<file path="src/hw/rtl/soc_pkg.sv">
`timescale 1ns / 1ps

package soc_pkg;

	// Field widths
	localparam int COORD_W   = 32;
	localparam int LEN_W     = 31;
	localparam int QF_W      = 16;
	localparam int UNIT_FRAC = 14;
	localparam int ROT_W     = 20;
	localparam int NRM_ONE   = 1 << UNIT_FRAC;
	localparam int RND       = 1 << (UNIT_FRAC - 1);
	localparam int NORMAL_MIN_DIST = 7;

	// Iterative units
	localparam int SQRT_STEPS = 32;
	localparam int DIV_STEPS  = 15;
	localparam int MID_DEPTH  = 4;

	// Stream layout
	localparam int IN_TDATA_W  = 384;
	localparam int OUT_TDATA_W = 176;
	localparam int SPH_LSB  = 0;
	localparam int RAD_LSB  = 96;
	localparam int BOX_LSB  = 127;
	localparam int SIZE_LSB = 223;
	localparam int ORI_LSB  = 316;

	// Rotation matrix, row major, signed Q5.14 entries
	typedef logic [2:0][2:0][ROT_W-1:0] soc_rot_t;

	// Classified item handed from front to back
	typedef struct packed {
		logic                          miss;
		logic [63:0]                   sumsq;
		logic [LEN_W-1:0]              radius;
		logic [2:0][COORD_W-1:0]       del;
		soc_rot_t                      rot;
		logic [2:0][COORD_W-1:0]       contact;
	} soc_mid_t;

	// Finished result
	typedef struct packed {
		logic                          hit;
		logic [LEN_W-1:0]              penetration;
		logic [2:0][QF_W-1:0]          normal;
		logic [2:0][COORD_W-1:0]       contact;
	} soc_res_t;

endpackage

</file>
<file path="src/hw/rtl/soc_fifo.sv">
`timescale 1ns / 1ps

module soc_fifo import soc_pkg::*; (
	input  logic     clk,
	input  logic     arst_n,
	input  logic     push,
	input  soc_mid_t push_item,
	output logic     full,
	input  logic     pop,
	output logic     empty,
	output soc_mid_t head
);

	localparam int PTR_W = $clog2(MID_DEPTH);

	logic [PTR_W-1:0] wr_q, rd_q;
	logic [PTR_W:0]   cnt_q;
	soc_mid_t         mem_q [MID_DEPTH];

	assign full  = (cnt_q == (PTR_W + 1)'(MID_DEPTH));
	assign empty = (cnt_q == '0);
	assign head  = mem_q[rd_q];

	// Pointers and fill count
	always_ff @(posedge clk or negedge arst_n) begin
		if (!arst_n) begin
			wr_q  <= '0;
			rd_q  <= '0;
			cnt_q <= '0;
		end else begin
			if (push) wr_q <= wr_q + 1'b1;
			if (pop)  rd_q <= rd_q + 1'b1;
			if (push && !pop)      cnt_q <= cnt_q + 1'b1;
			else if (!push && pop) cnt_q <= cnt_q - 1'b1;
		end
	end

	// Storage
	always_ff @(posedge clk) begin
		if (push) mem_q[wr_q] <= push_item;
	end

endmodule

</file>
<file path="config.mk">
export PLATFORM = sky130hd
export DESIGN_NAME = soc_fifo
export DESIGN_NICKNAME = d
export VERILOG_FILES = /design/src/hw/rtl/soc_pkg.sv /design/src/hw/rtl/soc_fifo.sv
export SDC_FILE = /design/constraint.sdc
export NUM_CORES = 1
export LEC_CHECK = 0
export BUFFER_PORTS_ARGS = -buffer_cell sky130_fd_sc_hd__clkbuf_2
export CAP_MARGIN = 5
export CORE_AREA = 3 3 371 373
export CTS_CLUSTER_DIAMETER = 40
export DETAILED_ROUTE_END_ITERATION = 10
export DIE_AREA = 0 0 374 376
export PLACE_DENSITY = 0.75
export SLEW_MARGIN = 25
export SYNTH_ARGS = -nofsm -noshare
export SYNTH_HDL_FRONTEND = slang
export SYNTH_SLANG_ARGS = --single-unit
</file>
<file path="constraint.sdc">
create_clock -name clk -period 16.7 [get_ports clk]
set_input_delay 1.67 -clock clk [delete_from_list [all_inputs] [get_ports clk]]
set_output_delay 1.67 -clock clk [all_outputs]
set_load 0.01 [all_outputs]
</file>
After elaboration in Yosys (flattened, before gate mapping)
Memories as Yosys holds them, arrays and structs flattened.
Index checks and enable logic that the tools add are counted.
- add/subtract/negate cells: 4
- equal/unequal tests: 1
- muxes and demuxes: 4
- reductions and logical operators: 6
- operator list (operator ; count):
    $mux W3 ; 2
    $add A2 B1 Y2 const B ; 2
    $add A3 B1 Y3 const B ; 1
    $eq A3 B3 Y1 const B ; 1
    $logic_not A3 Y1 ; 1
    $sub A3 B1 Y3 const B ; 1
    $logic_and A1 B1 Y1 ; 2
    $logic_not A1 Y1 ; 2
    $mux W1 ; 2
    $reduce_bool A2 Y1 ; 1
- register bits: 7
- memory bits (writable): 1872
- input port bits: 472
- output and inout port bits: 470
- logic and storage cells: 19
- memories kept: 1
- memory list (name ; depth ; width ; rd ports ; clocked after Yosys merged registers in ; write ports ; RTL line ; source):
    mem_q ; 4 ; 468 ; 1 ; 0 ; 1 ; soc_fifo.sv:18 ; soc_mid_t mem_q [MID_DEPTH];

Longest topological paths before layout
- word-level depth: 4
- gate-level depth with buffers: 7
- depth with buffers taken out: 7

Least setup slack after synthesis
No wires, ideal clock.
- kind: input port to flip-flop
- start point: input port push
- end point: memory mem_q[1][0] in the netlist's numbering (enable)
- setup time: 0.891 ns
- arrival: 12.181 ns
- data required time: 15.809 ns
- path slack: 3.629 ns
- cell stages on the path: 1
- path buffers: 0
- path through: and2_1
- word-level cells in the longest chain between the ends: 2
- RTL lines (item ; RTL line ; source):
    start, declared ; soc_fifo.sv:6 ; input logic push,
    $mux W1 ; soc_fifo.sv:40 ; if (push) mem_q[wr_q] <= push_item;
    $mux W1 (not written as such) ; soc_fifo.sv:40 ;
    end, declared ; soc_fifo.sv:18 ;
No other way between the ends.

==> qor.txt <==
outcome = finished, final reports clean
Die H = 376 um
grt met3 use = 0.0777
Placer Congestion = 0.785
Setup Buffers After CTS = 0
slowest cell on the critical path = buf_4
Hold Crit Start = cnt_q[2]
combinational share of power = 0.276
CTS tree = done
most frequent cell after synthesis = edfxtp_1
cell repeated most along the worst path = buf_4
post-route clock period utilization = 0.389
Seq cells post-synth = 1879
Overall Power = 15.2 mW
Clock Latency Late Sink = 0.79 ns
Critical Path, Cell by Cell = buf_12, buf_4, buf_4, mux4_2, clkbuf_2
Slowest Stage Delay on Critical Path = 0.84 ns
total CTS buffers = 207
max-cap violations = 0
internal power = 10.7 mW
H-Tree Depth = 4
pin count of the biggest net entering global routing = 148
Synth Warn # = 0
core area = 135000 um2
Die Area = 141000 um2
Worst Skew = 0.0386 ns
hold_buf cts = 0
share of post-route cells with drive strength above 1 = 0.478
CP Max Fanout = 147
placement-stage worst setup slack = 10.73 ns
Reg2Reg Setup Slack = 12.03 ns
async set-reset flop share out of synthesis = 0.00373
Clock Tree Root = clkbuf_16
Initial Util = 0.503
Layout Nets = 4042
Hold Path Stages = 1
number of global-route vias before repair = 33200
Critical Path AT = 4.82 ns
total wire length = 152 mm
gr busiest metal = met2
Setup crit end kind = output pin
GR Util met2 = 0.358
Via Count = 31300
WL/cell = 27.4 um
clock group share of total power = 0.304
post-synth top area share = 0.828
worst slew pin tran = 1.10 ns
power density cells = 186 nW/um2
number of synthesized flops with an enable pin = 1872
crit path from = rd_q[1]
Routed Antenna Nets = 0
Fin Setup TNS = 0 ns
total count of hold-check failures in the final report = 0
antenna violations before repair = 58
Inst Count DP = 5136
Remaining DRCs = 0
# fillers = 8946
Peak VDD IR = 0.156 mV
maximum clock insertion buffer count = 3
critical path type = reg2out
total track usage = 0.215
Seq/Total Area, Yosys = 0.831
Sink Count = 1879
Detailed Routing Iterations Pass 1 = 5
CP required = 15.03 ns
design area = 81700 um2
sequential share of power = 0.420
first-pass GRT wire length = 222 mm
most common library cells after synthesis = 1872 x edfxtp_1, 468 x mux4_2, 34 x buf_2, 33 x buf_6, 24 x clkbuf_1
setup slack after layout = 10.21 ns
clk slew on worst S/H paths = 0.06 ns
Hold EP = cnt_q[2]
switching part of the total = 0.299
Worst R2R End = mem_q[0][230]
DP Area = 74500 um2
Congestion Overflow GR = 0
die width = 374 um
Startpoint Class = flop
post_cts resized = 0
initial DRC count = 2722
RR Startpoint = wr_q[0]
Mapped Cells = 2478
Leak = 27.9 nW
post-synthesis cell type count = 19
Synth Area per Inst = 27.4 um2
Cell Rows = 135
Max Clk Rate = 154 MHz
Sw Pwr = 4.56 mW
Syn Std Cell Area = 67900 um2
RSZ-0062 raised after global routing = false
Mapped Nets = 2956
Area Overhead vs Synth = 20.4%
synth top area cells = edfxtp_1 83%, mux4_2 16%, buf_6 0.55%
most used flip-flop cell after synthesis = edfxtp_1
via-per-instance ratio = 5.63
met1 global-route usage = 0.254
I/O pin count = 942
min Tclk post-route = 6.49 ns
Reg2Reg Depth = 7
Final Max Tran Viols = 0
min-delay worst type = reg2reg
I/O Buffers = 941
HPWL after DPL = 93.3 mm
Finished Layout Cells = 5564
count of final setup violators = 0
leading area contributor after synthesis = edfxtp_1
max_slew headroom = 0.266
==> flip-flops by register name, summed over array words and instances (netlist names) <==
| name | flops |
|---|---|
| mem_q | 1872 |
| rd_q | 2 |
| cnt_q | 3 |
| wr_q | 2 |
==> area by class of cell <==
cell class / instances / area (um2) / area share
Antenna cell: 44 / 110 / 0.00135
Clock buffer: 237 / 5340 / 0.0653
Clock inverter: 147 / 1790 / 0.0219
Inverter: 4 / 15.0 / 0.000184
Multi-Input combinational cell: 491 / 10800 / 0.132
Sequential cell: 1879 / 56400 / 0.690
Tap cell: 1781 / 2230 / 0.0273
Timing Repair Buffer: 981 / 5110 / 0.0625
==> kinds of logic (layout without fill, tap and decap cells) <==
kind of cell,Yosys count,after routing,synth area share
compound gates,1,1,0.0000737
xor+xnor,6,6,0.000774
fa+ha+maj,6,6,0.00122
buf+inv,108,1369,0.0110
flops,1879,1879,0.831
mux,469,469,0.155
other cells,0,44,0
simple gates,9,9,0.000719
==> critical path, delay by kind of cell, from the launching register on <==
| kind | cells | cell delay [ns] |
|---|---|---|
| flops | 1 | 0.82 |
| buf+inv | 4 | 2.34 |
| mux | 1 | 0.42 |
==> cells in the final DEF (no fill, tap or decap) <==
cell type	n
xnor2_1	2
mux2_2	1
o21ai_0	1
edfxtp_1	1872
mux4_2	468
clkinv_1	24
xor2_1	4
dfrtp_4	2
dfrtp_1	5
buf_12	8
clkbuf_16	209
buf_4	32
clkinv_8	4
clkinv_16	5
nand2_1	2
inv_6	21
inv_8	10
inv_16	1
and2_4	4
clkinvlp_4	21
inv_1	4
nor3_1	1
clkinv_2	21
fa_1	1
nor3b_1	1
ha_1	5
clkbuf_2	941
clkinv_4	14
diode_2	44
bufinv_16	26
nor2_1	1
clkbuf_1	28
==> stage by stage <==
stage	util	hold slack (ns)
floorplan	-	0.456
global placement	0.552	0.471
detailed placement	0.552	0.478
CTS	0.605	0.487
global route	0.605	0.513
finish	0.606	0.487
==> worst max-delay path by stage <==
| stage | slack, ns | to |
|---|---|---|
| floorplan | 3.63 | mem_q[1][0] |
| global placement | 10.77 | mem_q[0][337] |
| detailed placement | 10.73 | mem_q[0][207] |
| CTS | 10.20 | head[407] |
| global route | 10.02 | head[419] |
| finish | 10.21 | head[421] |
==> power by group through the flow <==
stage | clock (mW) | combinational, mW | sequential, mW
2_1_floorplan | 0 | 2.67 | 6.85
3_3_place_gp | 0 | 4.23 | 6.42
3_5_place_dp | 0 | 4.24 | 6.48
4_1_cts | 4.70 | 4.28 | 6.41
5_1_grt | 4.88 | 4.45 | 6.47
6_report | 4.63 | 4.20 | 6.40
==> routing by layer <==
metal / routed length (um) / vias to the layer above
met5: 219 / -
met4: 6430 / 32
met3: 14400 / 334
met2: 78600 / 1443
met1: 52800 / 16400
li1: - / 13100
Note: power is estimated with default switching activity, not from simulation.
